===== config.mk =====
export PLATFORM = sky130hd
export DESIGN_NAME = trapezoid_motion_integrator_unit
export DESIGN_NICKNAME = d
export VERILOG_FILES = /design/src/design/tmi_pkg.sv /design/src/design/trapezoid_motion_integrator_unit.sv /design/src/design/tmi_ctrl.sv /design/src/design/tmi_datapath.sv
export SDC_FILE = /design/constraint.sdc
export NUM_CORES = 2
export LEC_CHECK = 0
export BUFFER_PORTS_ARGS = -buffer_cell sky130_fd_sc_hd__buf_2
export CAP_MARGIN = 20
export CORE_MARGIN = 1.5
export CORE_UTILIZATION = 60
export CTS_CLUSTER_DIAMETER = 40
export DETAILED_ROUTE_END_ITERATION = 6
export GPL_ROUTABILITY_DRIVEN = 1
export GPL_TIMING_DRIVEN = 0
export PLACE_DENSITY = 0.79
export REMOVE_ABC_BUFFERS = 1
export SYNTH_ARGS = -nofsm -noshare
export SYNTH_HDL_FRONTEND = slang
export SYNTH_SLANG_ARGS = --single-unit

===== constraint.sdc =====
create_clock -name clk -period 24.9 [get_ports clk]
set_input_delay 2.49 -clock clk [delete_from_list [all_inputs] [get_ports clk]]
set_output_delay 2.49 -clock clk [all_outputs]
set_load 0.05 [all_outputs]

===== src/design/tmi_pkg.sv =====
// ----------------------------------------------------------------------------
// tmi_pkg
// Shared types and constants for the trapezoid motion integrator.
// ----------------------------------------------------------------------------
package tmi_pkg;

  localparam int ACCEL_WIDTH_DEF    = 16;
  localparam int VELOCITY_WIDTH_DEF = 48;
  localparam int POSITION_WIDTH_DEF = 64;

  localparam int TS_W     = 32;   // timestamp width
  localparam int DT_W     = 16;   // clamped elapsed time width
  localparam int THR_W    = 15;   // threshold register width
  localparam int CHUNK_W  = 32;   // low slice of the position multiply
  localparam int MUL_A_W  = 34;   // shared multiplier, signed operand
  localparam int MUL_B_W  = DT_W + 1;
  localparam int MUL_P_W  = MUL_A_W + MUL_B_W;

  localparam int NUM_AXES = 3;
  localparam int AX_W     = 2;
  localparam logic [AX_W-1:0] LAST_AX = AX_W'(NUM_AXES - 1);

  localparam logic [THR_W-1:0] THR_RESET = THR_W'(15);

  typedef enum logic [2:0] {
    OP_NONE = 3'd0,
    OP_DV   = 3'd1,
    OP_VEL  = 3'd2,
    OP_VV   = 3'd3,
    OP_PLO  = 3'd4,
    OP_PHI  = 3'd5,
    OP_DP   = 3'd6,
    OP_POS  = 3'd7
  } op_t;

  typedef struct packed {
    logic            accept;
    op_t             op;
    logic [AX_W-1:0] ax;
    logic            load_out;
  } tmi_cmd_t;

endpackage


===== src/design/trapezoid_motion_integrator_unit.sv =====
// ----------------------------------------------------------------------------
// trapezoid_motion_integrator_unit
// Three-axis trapezoidal dead-reckoning integrator with saturating sums.
//
//   channel | ports                              | dir | transaction
//   --------+------------------------------------+-----+---------------------
//   in      | in_valid/in_ready, in_accel_*, ts  | in  | one IMU sample
//   out     | out_valid/out_ready, vel/pos/flags | out | one motion state
//   cfg     | cfg_valid/cfg_ready, threshold     | in  | threshold write
//
// An integrating sample is accepted, then each axis in turn steps through DV,
// VEL, VV, PLO, PHI, DP and POS on the shared multiplier and adders, then the
// output register is loaded. A sample below threshold skips the axis steps.
// Synchronous active-low reset clears all motion state; threshold resets to 15.
// The output register lets a new sample be accepted while a result waits;
// the sequencer holds only if it finishes again before that result is taken.
// ----------------------------------------------------------------------------
module trapezoid_motion_integrator_unit #(
  parameter int ACCEL_WIDTH    = tmi_pkg::ACCEL_WIDTH_DEF,
  parameter int VELOCITY_WIDTH = tmi_pkg::VELOCITY_WIDTH_DEF,
  parameter int POSITION_WIDTH = tmi_pkg::POSITION_WIDTH_DEF
) (
  input  logic                             clk,
  input  logic                             rst_n,
  input  logic                             in_valid,
  output logic                             in_ready,
  input  logic signed [ACCEL_WIDTH-1:0]    in_accel_x,
  input  logic signed [ACCEL_WIDTH-1:0]    in_accel_y,
  input  logic signed [ACCEL_WIDTH-1:0]    in_accel_z,
  input  logic [tmi_pkg::TS_W-1:0]         in_timestamp_ms,
  output logic                             out_valid,
  input  logic                             out_ready,
  output logic signed [VELOCITY_WIDTH-1:0] out_vel_x,
  output logic signed [VELOCITY_WIDTH-1:0] out_vel_y,
  output logic signed [VELOCITY_WIDTH-1:0] out_vel_z,
  output logic signed [POSITION_WIDTH-1:0] out_pos_x,
  output logic signed [POSITION_WIDTH-1:0] out_pos_y,
  output logic signed [POSITION_WIDTH-1:0] out_pos_z,
  output logic                             out_updated,
  output logic                             out_saturated,
  input  logic                             cfg_valid,
  output logic                             cfg_ready,
  input  logic [tmi_pkg::THR_W-1:0]        cfg_accel_threshold
);
  import tmi_pkg::*;

  tmi_cmd_t cmd;
  logic     pass;

  assign cfg_ready = 1'b1;

  tmi_ctrl u_ctrl (
    .clk       (clk),
    .rst_n     (rst_n),
    .in_valid  (in_valid),
    .in_ready  (in_ready),
    .out_ready (out_ready),
    .out_valid (out_valid),
    .pass      (pass),
    .cmd       (cmd)
  );

  tmi_datapath #(
    .ACCEL_WIDTH    (ACCEL_WIDTH),
    .VELOCITY_WIDTH (VELOCITY_WIDTH),
    .POSITION_WIDTH (POSITION_WIDTH)
  ) u_datapath (
    .clk             (clk),
    .rst_n           (rst_n),
    .cmd             (cmd),
    .pass            (pass),
    .cfg_we          (cfg_valid & cfg_ready),
    .cfg_data        (cfg_accel_threshold),
    .in_accel_x      (in_accel_x),
    .in_accel_y      (in_accel_y),
    .in_accel_z      (in_accel_z),
    .in_timestamp_ms (in_timestamp_ms),
    .out_vel_x       (out_vel_x),
    .out_vel_y       (out_vel_y),
    .out_vel_z       (out_vel_z),
    .out_pos_x       (out_pos_x),
    .out_pos_y       (out_pos_y),
    .out_pos_z       (out_pos_z),
    .out_updated     (out_updated),
    .out_saturated   (out_saturated)
  );

  a_busy_after_accept: assert property (@(posedge clk) disable iff (!rst_n)
    (in_valid && in_ready) |=> !in_ready)
    else $error("input accepted while a sample is in progress");

  a_no_clip_without_update: assert property (@(posedge clk) disable iff (!rst_n)
    (out_valid && !out_updated) |-> !out_saturated)
    else $error("saturation flagged on a sample that did not integrate");

  a_axis_in_range: assert property (@(posedge clk) disable iff (!rst_n)
    (cmd.op != OP_NONE) |-> (cmd.ax != 2'd3 && !in_ready))
    else $error("datapath operation with bad axis or while idle");

endmodule


===== src/design/tmi_ctrl.sv =====
// ----------------------------------------------------------------------------
// tmi_ctrl
// Sequencer: accepts a sample, steps the shared datapath through three axes
// if it passes the threshold, then hands the result to the output register.
// ----------------------------------------------------------------------------
module tmi_ctrl (
  input  logic              clk,
  input  logic              rst_n,
  input  logic              in_valid,
  output logic              in_ready,
  input  logic              out_ready,
  output logic              out_valid,
  input  logic              pass,
  output tmi_pkg::tmi_cmd_t cmd
);
  import tmi_pkg::*;

  typedef enum logic [8:0] {
    S_IDLE = 9'b000000001,
    S_DV   = 9'b000000010,
    S_VEL  = 9'b000000100,
    S_VV   = 9'b000001000,
    S_PLO  = 9'b000010000,
    S_PHI  = 9'b000100000,
    S_DP   = 9'b001000000,
    S_POS  = 9'b010000000,
    S_DONE = 9'b100000000
  } state_t;

  state_t          state_r, state_nxt;
  logic [AX_W-1:0] ax_r, ax_nxt;
  logic            out_valid_r, out_valid_nxt;

  always_comb begin
    state_nxt    = state_r;
    ax_nxt       = ax_r;
    cmd          = '0;
    cmd.op       = OP_NONE;
    cmd.ax       = ax_r;
    case (state_r)
      S_IDLE: begin
        if (in_valid) begin
          cmd.accept = 1'b1;
          ax_nxt     = '0;
          state_nxt  = pass ? S_DV : S_DONE;
        end
      end
      S_DV: begin
        cmd.op    = OP_DV;
        state_nxt = S_VEL;
      end
      S_VEL: begin
        cmd.op    = OP_VEL;
        state_nxt = S_VV;
      end
      S_VV: begin
        cmd.op    = OP_VV;
        state_nxt = S_PLO;
      end
      S_PLO: begin
        cmd.op    = OP_PLO;
        state_nxt = S_PHI;
      end
      S_PHI: begin
        cmd.op    = OP_PHI;
        state_nxt = S_DP;
      end
      S_DP: begin
        cmd.op    = OP_DP;
        state_nxt = S_POS;
      end
      S_POS: begin
        cmd.op = OP_POS;
        if (ax_r == LAST_AX) begin
          state_nxt = S_DONE;
        end else begin
          ax_nxt    = ax_r + 1'b1;
          state_nxt = S_DV;
        end
      end
      S_DONE: begin
        if (!out_valid_r || out_ready) begin
          cmd.load_out = 1'b1;
          state_nxt    = S_IDLE;
        end
      end
      default: begin
        state_nxt = S_IDLE;
      end
    endcase
  end

  assign out_valid_nxt = cmd.load_out | (out_valid_r & ~out_ready);
  assign in_ready      = (state_r == S_IDLE);
  assign out_valid     = out_valid_r;

  always_ff @(posedge clk) begin
    if (!rst_n) begin
      state_r     <= S_IDLE;
      ax_r        <= '0;
      out_valid_r <= 1'b0;
    end else begin
      state_r     <= state_nxt;
      ax_r        <= ax_nxt;
      out_valid_r <= out_valid_nxt;
    end
  end

endmodule


===== src/design/tmi_datapath.sv =====
// ----------------------------------------------------------------------------
// tmi_datapath
// Motion state, one shared 34x17 multiplier, saturating adders and the
// output register.
// ----------------------------------------------------------------------------
module tmi_datapath #(
  parameter int ACCEL_WIDTH    = tmi_pkg::ACCEL_WIDTH_DEF,
  parameter int VELOCITY_WIDTH = tmi_pkg::VELOCITY_WIDTH_DEF,
  parameter int POSITION_WIDTH = tmi_pkg::POSITION_WIDTH_DEF
) (
  input  logic                             clk,
  input  logic                             rst_n,
  input  tmi_pkg::tmi_cmd_t                cmd,
  output logic                             pass,
  input  logic                             cfg_we,
  input  logic [tmi_pkg::THR_W-1:0]        cfg_data,
  input  logic signed [ACCEL_WIDTH-1:0]    in_accel_x,
  input  logic signed [ACCEL_WIDTH-1:0]    in_accel_y,
  input  logic signed [ACCEL_WIDTH-1:0]    in_accel_z,
  input  logic [tmi_pkg::TS_W-1:0]         in_timestamp_ms,
  output logic signed [VELOCITY_WIDTH-1:0] out_vel_x,
  output logic signed [VELOCITY_WIDTH-1:0] out_vel_y,
  output logic signed [VELOCITY_WIDTH-1:0] out_vel_z,
  output logic signed [POSITION_WIDTH-1:0] out_pos_x,
  output logic signed [POSITION_WIDTH-1:0] out_pos_y,
  output logic signed [POSITION_WIDTH-1:0] out_pos_z,
  output logic                             out_updated,
  output logic                             out_saturated
);
  import tmi_pkg::*;

  localparam int A     = ACCEL_WIDTH;
  localparam int V     = VELOCITY_WIDTH;
  localparam int P     = POSITION_WIDTH;
  localparam int CMP_W = (A + 1 > THR_W) ? A + 1 : THR_W;
  localparam int DV_W  = A + DT_W + 1;
  localparam int VS_W  = ((V > DV_W) ? V : DV_W) + 1;
  localparam int VV_W  = V + 1;
  localparam int PLO_W = CHUNK_W + DT_W;
  localparam int DP_W  = V + DT_W + 1;
  localparam int PS_W  = ((P > DP_W) ? P : DP_W) + 1;

  // architectural state
  logic [THR_W-1:0]   thr_r;
  logic [TS_W-1:0]    last_time_r;
  logic signed [A-1:0] prev_r [NUM_AXES];
  logic signed [V-1:0] vel_r  [NUM_AXES];
  logic signed [P-1:0] pos_r  [NUM_AXES];
  logic               upd_r;
  logic               clip_r;

  // working registers
  logic [DT_W-1:0]          dt_r;
  logic signed [A-1:0]      acc_r [NUM_AXES];
  logic signed [MUL_P_W-1:0] prod_r;
  logic signed [V-1:0]      vnew_r;
  logic signed [VV_W-1:0]   vv_r;
  logic [PLO_W-1:0]         plo_r;
  logic signed [DP_W-1:0]   dp_r;

  // elapsed time and threshold test
  logic [TS_W-1:0] diff;
  logic [DT_W-1:0] dt_c;
  logic [A:0]      ax_ext;
  logic [A:0]      mag;

  assign diff   = in_timestamp_ms - last_time_r;
  assign dt_c   = (|diff[TS_W-1:DT_W]) ? {DT_W{1'b1}} : diff[DT_W-1:0];
  assign ax_ext = {in_accel_x[A-1], in_accel_x};
  assign mag    = in_accel_x[A-1] ? (~ax_ext + 1'b1) : ax_ext;
  assign pass   = CMP_W'(mag) > CMP_W'(thr_r);

  // per-axis operands
  logic signed [A-1:0] acc_cur, prev_cur;
  logic signed [V-1:0] vel_cur;
  logic signed [P-1:0] pos_cur;
  logic signed [A:0]   asum;

  assign acc_cur  = acc_r[cmd.ax];
  assign prev_cur = prev_r[cmd.ax];
  assign vel_cur  = vel_r[cmd.ax];
  assign pos_cur  = pos_r[cmd.ax];
  assign asum     = {prev_cur[A-1], prev_cur} + {acc_cur[A-1], acc_cur};

  // shared multiplier
  logic signed [MUL_A_W-1:0] mul_a;
  logic signed [MUL_B_W-1:0] mul_b;
  logic signed [MUL_P_W-1:0] prod_c;
  logic signed [VV_W-CHUNK_W-1:0] vv_hi;

  assign vv_hi = vv_r[VV_W-1:CHUNK_W];

  always_comb begin
    case (cmd.op)
      OP_DV:   mul_a = MUL_A_W'(asum);
      OP_PLO:  mul_a = {{(MUL_A_W-CHUNK_W){1'b0}}, vv_r[CHUNK_W-1:0]};
      OP_PHI:  mul_a = MUL_A_W'(vv_hi);
      default: mul_a = '0;
    endcase
  end

  assign mul_b  = {1'b0, dt_r};
  assign prod_c = mul_a * mul_b;

  // velocity sum with saturation
  logic signed [DV_W-1:0] dv;
  logic signed [VS_W-1:0] vsum;
  logic                   vfit;
  logic signed [V-1:0]    vsat;

  assign dv   = prod_r[DV_W-1:0];
  assign vsum = VS_W'(vel_cur) + VS_W'(dv);
  assign vfit = (vsum[VS_W-1:V-1] == {(VS_W-V+1){vsum[VS_W-1]}});
  assign vsat = vfit ? vsum[V-1:0]
              : (vsum[VS_W-1] ? {1'b1, {(V-1){1'b0}}} : {1'b0, {(V-1){1'b1}}});

  // position delta and sum with saturation
  logic signed [VV_W-1:0] vv_c;
  logic [DP_W-1:0]        dp_c;
  logic signed [PS_W-1:0] psum;
  logic                   pfit;
  logic signed [P-1:0]    psat;

  assign vv_c = VV_W'(vel_cur) + VV_W'(vnew_r);
  assign dp_c = {prod_r[DP_W-CHUNK_W-1:0], {CHUNK_W{1'b0}}} + DP_W'(plo_r);
  assign psum = PS_W'(pos_cur) + PS_W'(dp_r);
  assign pfit = (psum[PS_W-1:P-1] == {(PS_W-P+1){psum[PS_W-1]}});
  assign psat = pfit ? psum[P-1:0]
              : (psum[PS_W-1] ? {1'b1, {(P-1){1'b0}}} : {1'b0, {(P-1){1'b1}}});

  always_ff @(posedge clk) begin
    if (!rst_n) begin
      thr_r       <= THR_RESET;
      last_time_r <= '0;
      upd_r       <= 1'b0;
      clip_r      <= 1'b0;
      for (int i = 0; i < NUM_AXES; i++) begin
        prev_r[i] <= '0;
        vel_r[i]  <= '0;
        pos_r[i]  <= '0;
      end
    end else begin
      if (cfg_we) begin
        thr_r <= cfg_data;
      end
      if (cmd.accept) begin
        last_time_r <= in_timestamp_ms;
        upd_r       <= pass;
        clip_r      <= 1'b0;
      end
      case (cmd.op)
        OP_VEL: begin
          if (!vfit) clip_r <= 1'b1;
        end
        OP_POS: begin
          if (!pfit) clip_r <= 1'b1;
          pos_r[cmd.ax]  <= psat;
          vel_r[cmd.ax]  <= vnew_r;
          prev_r[cmd.ax] <= acc_cur;
        end
        default: begin
        end
      endcase
    end
  end

  always_ff @(posedge clk) begin
    if (cmd.accept) begin
      dt_r     <= dt_c;
      acc_r[0] <= in_accel_x;
      acc_r[1] <= in_accel_y;
      acc_r[2] <= in_accel_z;
    end
    case (cmd.op)
      OP_DV:  prod_r <= prod_c;
      OP_VEL: vnew_r <= vsat;
      OP_VV:  vv_r   <= vv_c;
      OP_PLO: prod_r <= prod_c;
      OP_PHI: begin
        plo_r  <= prod_r[PLO_W-1:0];
        prod_r <= prod_c;
      end
      OP_DP:  dp_r   <= dp_c;
      default: begin
      end
    endcase
    if (cmd.load_out) begin
      out_vel_x     <= vel_r[0];
      out_vel_y     <= vel_r[1];
      out_vel_z     <= vel_r[2];
      out_pos_x     <= pos_r[0];
      out_pos_y     <= pos_r[1];
      out_pos_z     <= pos_r[2];
      out_updated   <= upd_r;
      out_saturated <= clip_r;
    end
  end

endmodule

==> impl_results.md <==
- Final hold vios: 0
- Slowest Stage Delay on Critical Path: 0.96 ns
- Total Routed Length: 210,000 µm
- Post-synthesis cell type count: 93
- Post-synth ARST share: 0
- Routability cong.: 0.969
- Total Routing Usage GR: 0.326
- Clk_lat worst skew: 0.79 ns
- Placed Area: 0.0812 mm²
- Worst EP arrival: 12.95 ns
- Die Ht: 359 µm
- Clk_skew: 0.0393 ns
- DRT iter0 DRCs: 5,635
- CTS Hold Bufs: 0
- Achievable Freq: 80.5 MHz
- Via-per-instance ratio: 6.16
- Critical path class: flip-flop to flip-flop
- Power Dens Cells: 66.5 mW/mm²
- Crit path buffers/inverters: 6
- Syn Area/Cell: around 12 µm²
- Layout cell share with drive strength beyond 1: 0.141
- Measured slew at the worst slew-check pin: 1.15 ns
- Max VDD drop: 81.1 µV
- Post-route setup slack: 12.48 ns
- CP required: roughly 25 ns
- Reg clk slew, reported paths: 0.06 ns
- Initial Util: 0.605
- Num CTS Buffers: between 150 and 200
- Row count: 130
- Crit-path max FO: 32
- Synth top area share: 0.462
- Status: finished clean
- Total of max-cap violations: 0
- TritonCTS clock tree: yes
- Most frequent cells in the layout: edfxtp_1 (1,172), inv_1 (739), nand2_1 (518)
- Final setup viols: 0
- Post-synthesis sequential area ratio: 0.479
- R2R setup slack: roughly 12 ns
- Worst Setup Start Kind: flip-flop
- Final period util: 0.499
- Core Area: 0.126 mm²
- CTS sink cnt: 1,235
- Synthesized instance count: ~6,400
- Slowest CP cell: o311ai_0
- IO Port Bufs: between 400 and 500
- Initial antenna violation count: 11
- Fin nets: approximately 7,700
- Die ar.: 0.129 mm²
- CP most frequent cell: fa_1
- Ports: 441
- Synth area leaders: edfxtp_1 (46%), fa_1 (13%), ha_1 (5.9%)
- Grt total ovfl: 0
- Worst reg-to-reg path cell count: 36
- Clk root buf: clkbuf_16
- Gates resized, CTS repair: 0
- Vias in the first global route: between 50,000 and 60,000
- Routed length per instance: between 20 and 25 µm
- DRC viols: 0
- HP Start: u_datapath.plo_r[6]
- Hold EP: u_datapath.dp_r[6]
- Syn-to-layout area delta: 13.3%
- Commonest non-fill, non-tap cell in the layout: edfxtp_1
- Die X-Extent: 359 µm
- Mapped cell area: 0.0761 mm²
- Leakage power: around 36 nW
- Max-slew violations: 0
- First-pass GRT wire length: ~320,000 µm
- Synth Warn #: 0
- Clock Tree Buf Depth: 3
- Hold depth: 0
- Largest net degree at the start of global routing: 99
- Post-route antenna net violation count: 0
- Post-DP HPWL: 153,000 µm
- Routed via count: 52,683
- First-pass DRT Iterations: 6
- Number of synthesized flops with an enable pin: around 1,200
- Worst slack at placement: 12.62 ns
- Min Clock Period, post-route: 12.42 ns
- Synth area leader: edfxtp_1
- Synth Register Bits: 1,235
- CP delay by family, top: compound AO/OA/AOI/OAI gates
- Worst setup EP type: flip-flop
- H-tree lvl count: 4
- RSZ-0062 raised after global routing: false
- Hold Path Class: flip-flop to flip-flop
- Worst R2R End: u_datapath.prod_r[47]
- Main synth FF type: edfxtp_1
- Postcts setup bufs: 0
- Final instance area: 0.0862 mm²
- Slew margin rel.: 0.228
==> report_power, final <==
part	switching (mW)	internal, mW
logic	0.732	0.405
registers	0.0480	2.39
clock network	0.905	1.25
total	1.68	4.05
==> layout make-up <==
type | instances | area [µm²]
antenna | 7 | 17.5
timing repair buffer | 533 | 3980
multi-input combinational | 4119 | 36000
tap | 1650 | 2060
clock inverter | 91 | 968
inverter | 741 | 2790
sequential | 1235 | 36500
fill | 8752 | 39500
clock buffer | 181 | 4000
==> sequential cells by signal, indices dropped and copies added, names as in the netlist, 49 cells and up, named ones only <==
register and cells:
out_pos_x 64, u_datapath.dp_r 65, u_datapath.pos_r 256, out_pos_y 64
u_datapath.vv_r 49, u_datapath.vel_r 192, out_pos_z 64, u_datapath.prev_r 64
==> worst max-delay path by stage <==
stage / start / endpoint / slack [ns] / cells after the start
3_3_place_gp: out_ready / out_vel_z[41] / -0.20 / 3
6_report: flip-flop / u_datapath.prod_r[47] / 12.48 / 36
3_5_place_dp: flip-flop / u_datapath.prod_r[47] / 12.62 / 37
2_1_floorplan: out_ready / out_pos_x[0] / 6.44 / 2
4_1_cts: flip-flop / u_datapath.prod_r[47] / 12.53 / 36
5_1_grt: flip-flop / u_datapath.prod_r[47] / 12.06 / 36
==> kinds of logic after synthesis <==
logic type,Yosys count,share of synthesized area
simple gates,1606,0.105
flops,1235,0.479
compound gates,1211,0.100
buf+inv,1014,0.0506
fa+ha+maj,863,0.191
xor+xnor,276,0.0320
mux,162,0.0424
other cells,1,0.0000493
==> through the flow <==
step / power [mW] / setup TNS (ns) / cells / hold WS, ns / util
floorplan: 3.27 / 0 / 6095 / 0.400 / -
global placement: 3.57 / -35.22 / 8184 / 0.403 / 0.631
detailed placement: 3.59 / 0 / 8274 / 0.405 / 0.646
CTS: 5.73 / 0 / 8546 / 0.414 / 0.685
global route: 5.94 / 0 / 8556 / 0.411 / 0.686
finish: 5.73 / 0 / 8557 / 0.410 / 0.686
==> cells in the mapped netlist (34+ instances only) <==
cell / instances
nor3_1: 35
clkbuf_1: 231
xnor2_1: 185
nand4_1: 35
and2_1: 431
o21ai_0: 336
nand2b_1: 50
edfxtp_1: 1172
fa_1: 497
ha_1: 358
inv_1: 739
dfxtp_1: 63
nor2b_1: 62
a31oi_1: 36
a21o_1: 180
nor2_1: 276
a21boi_0: 45
mux4_2: 128
a21oi_1: 311
o21a_1: 34
xor2_1: 90
nand2_1: 523
o21bai_1: 63
nand3_1: 68
==> per-layer routing <==
layer | track usage | part of all wire
met5 | 0 | 0.00014
met4 | 0.162 | 0.053
met3 | 0.0583 | 0.089
met2 | 0.540 | 0.49
met1 | 0.416 | 0.37
(Power assumes the default switching activity.)
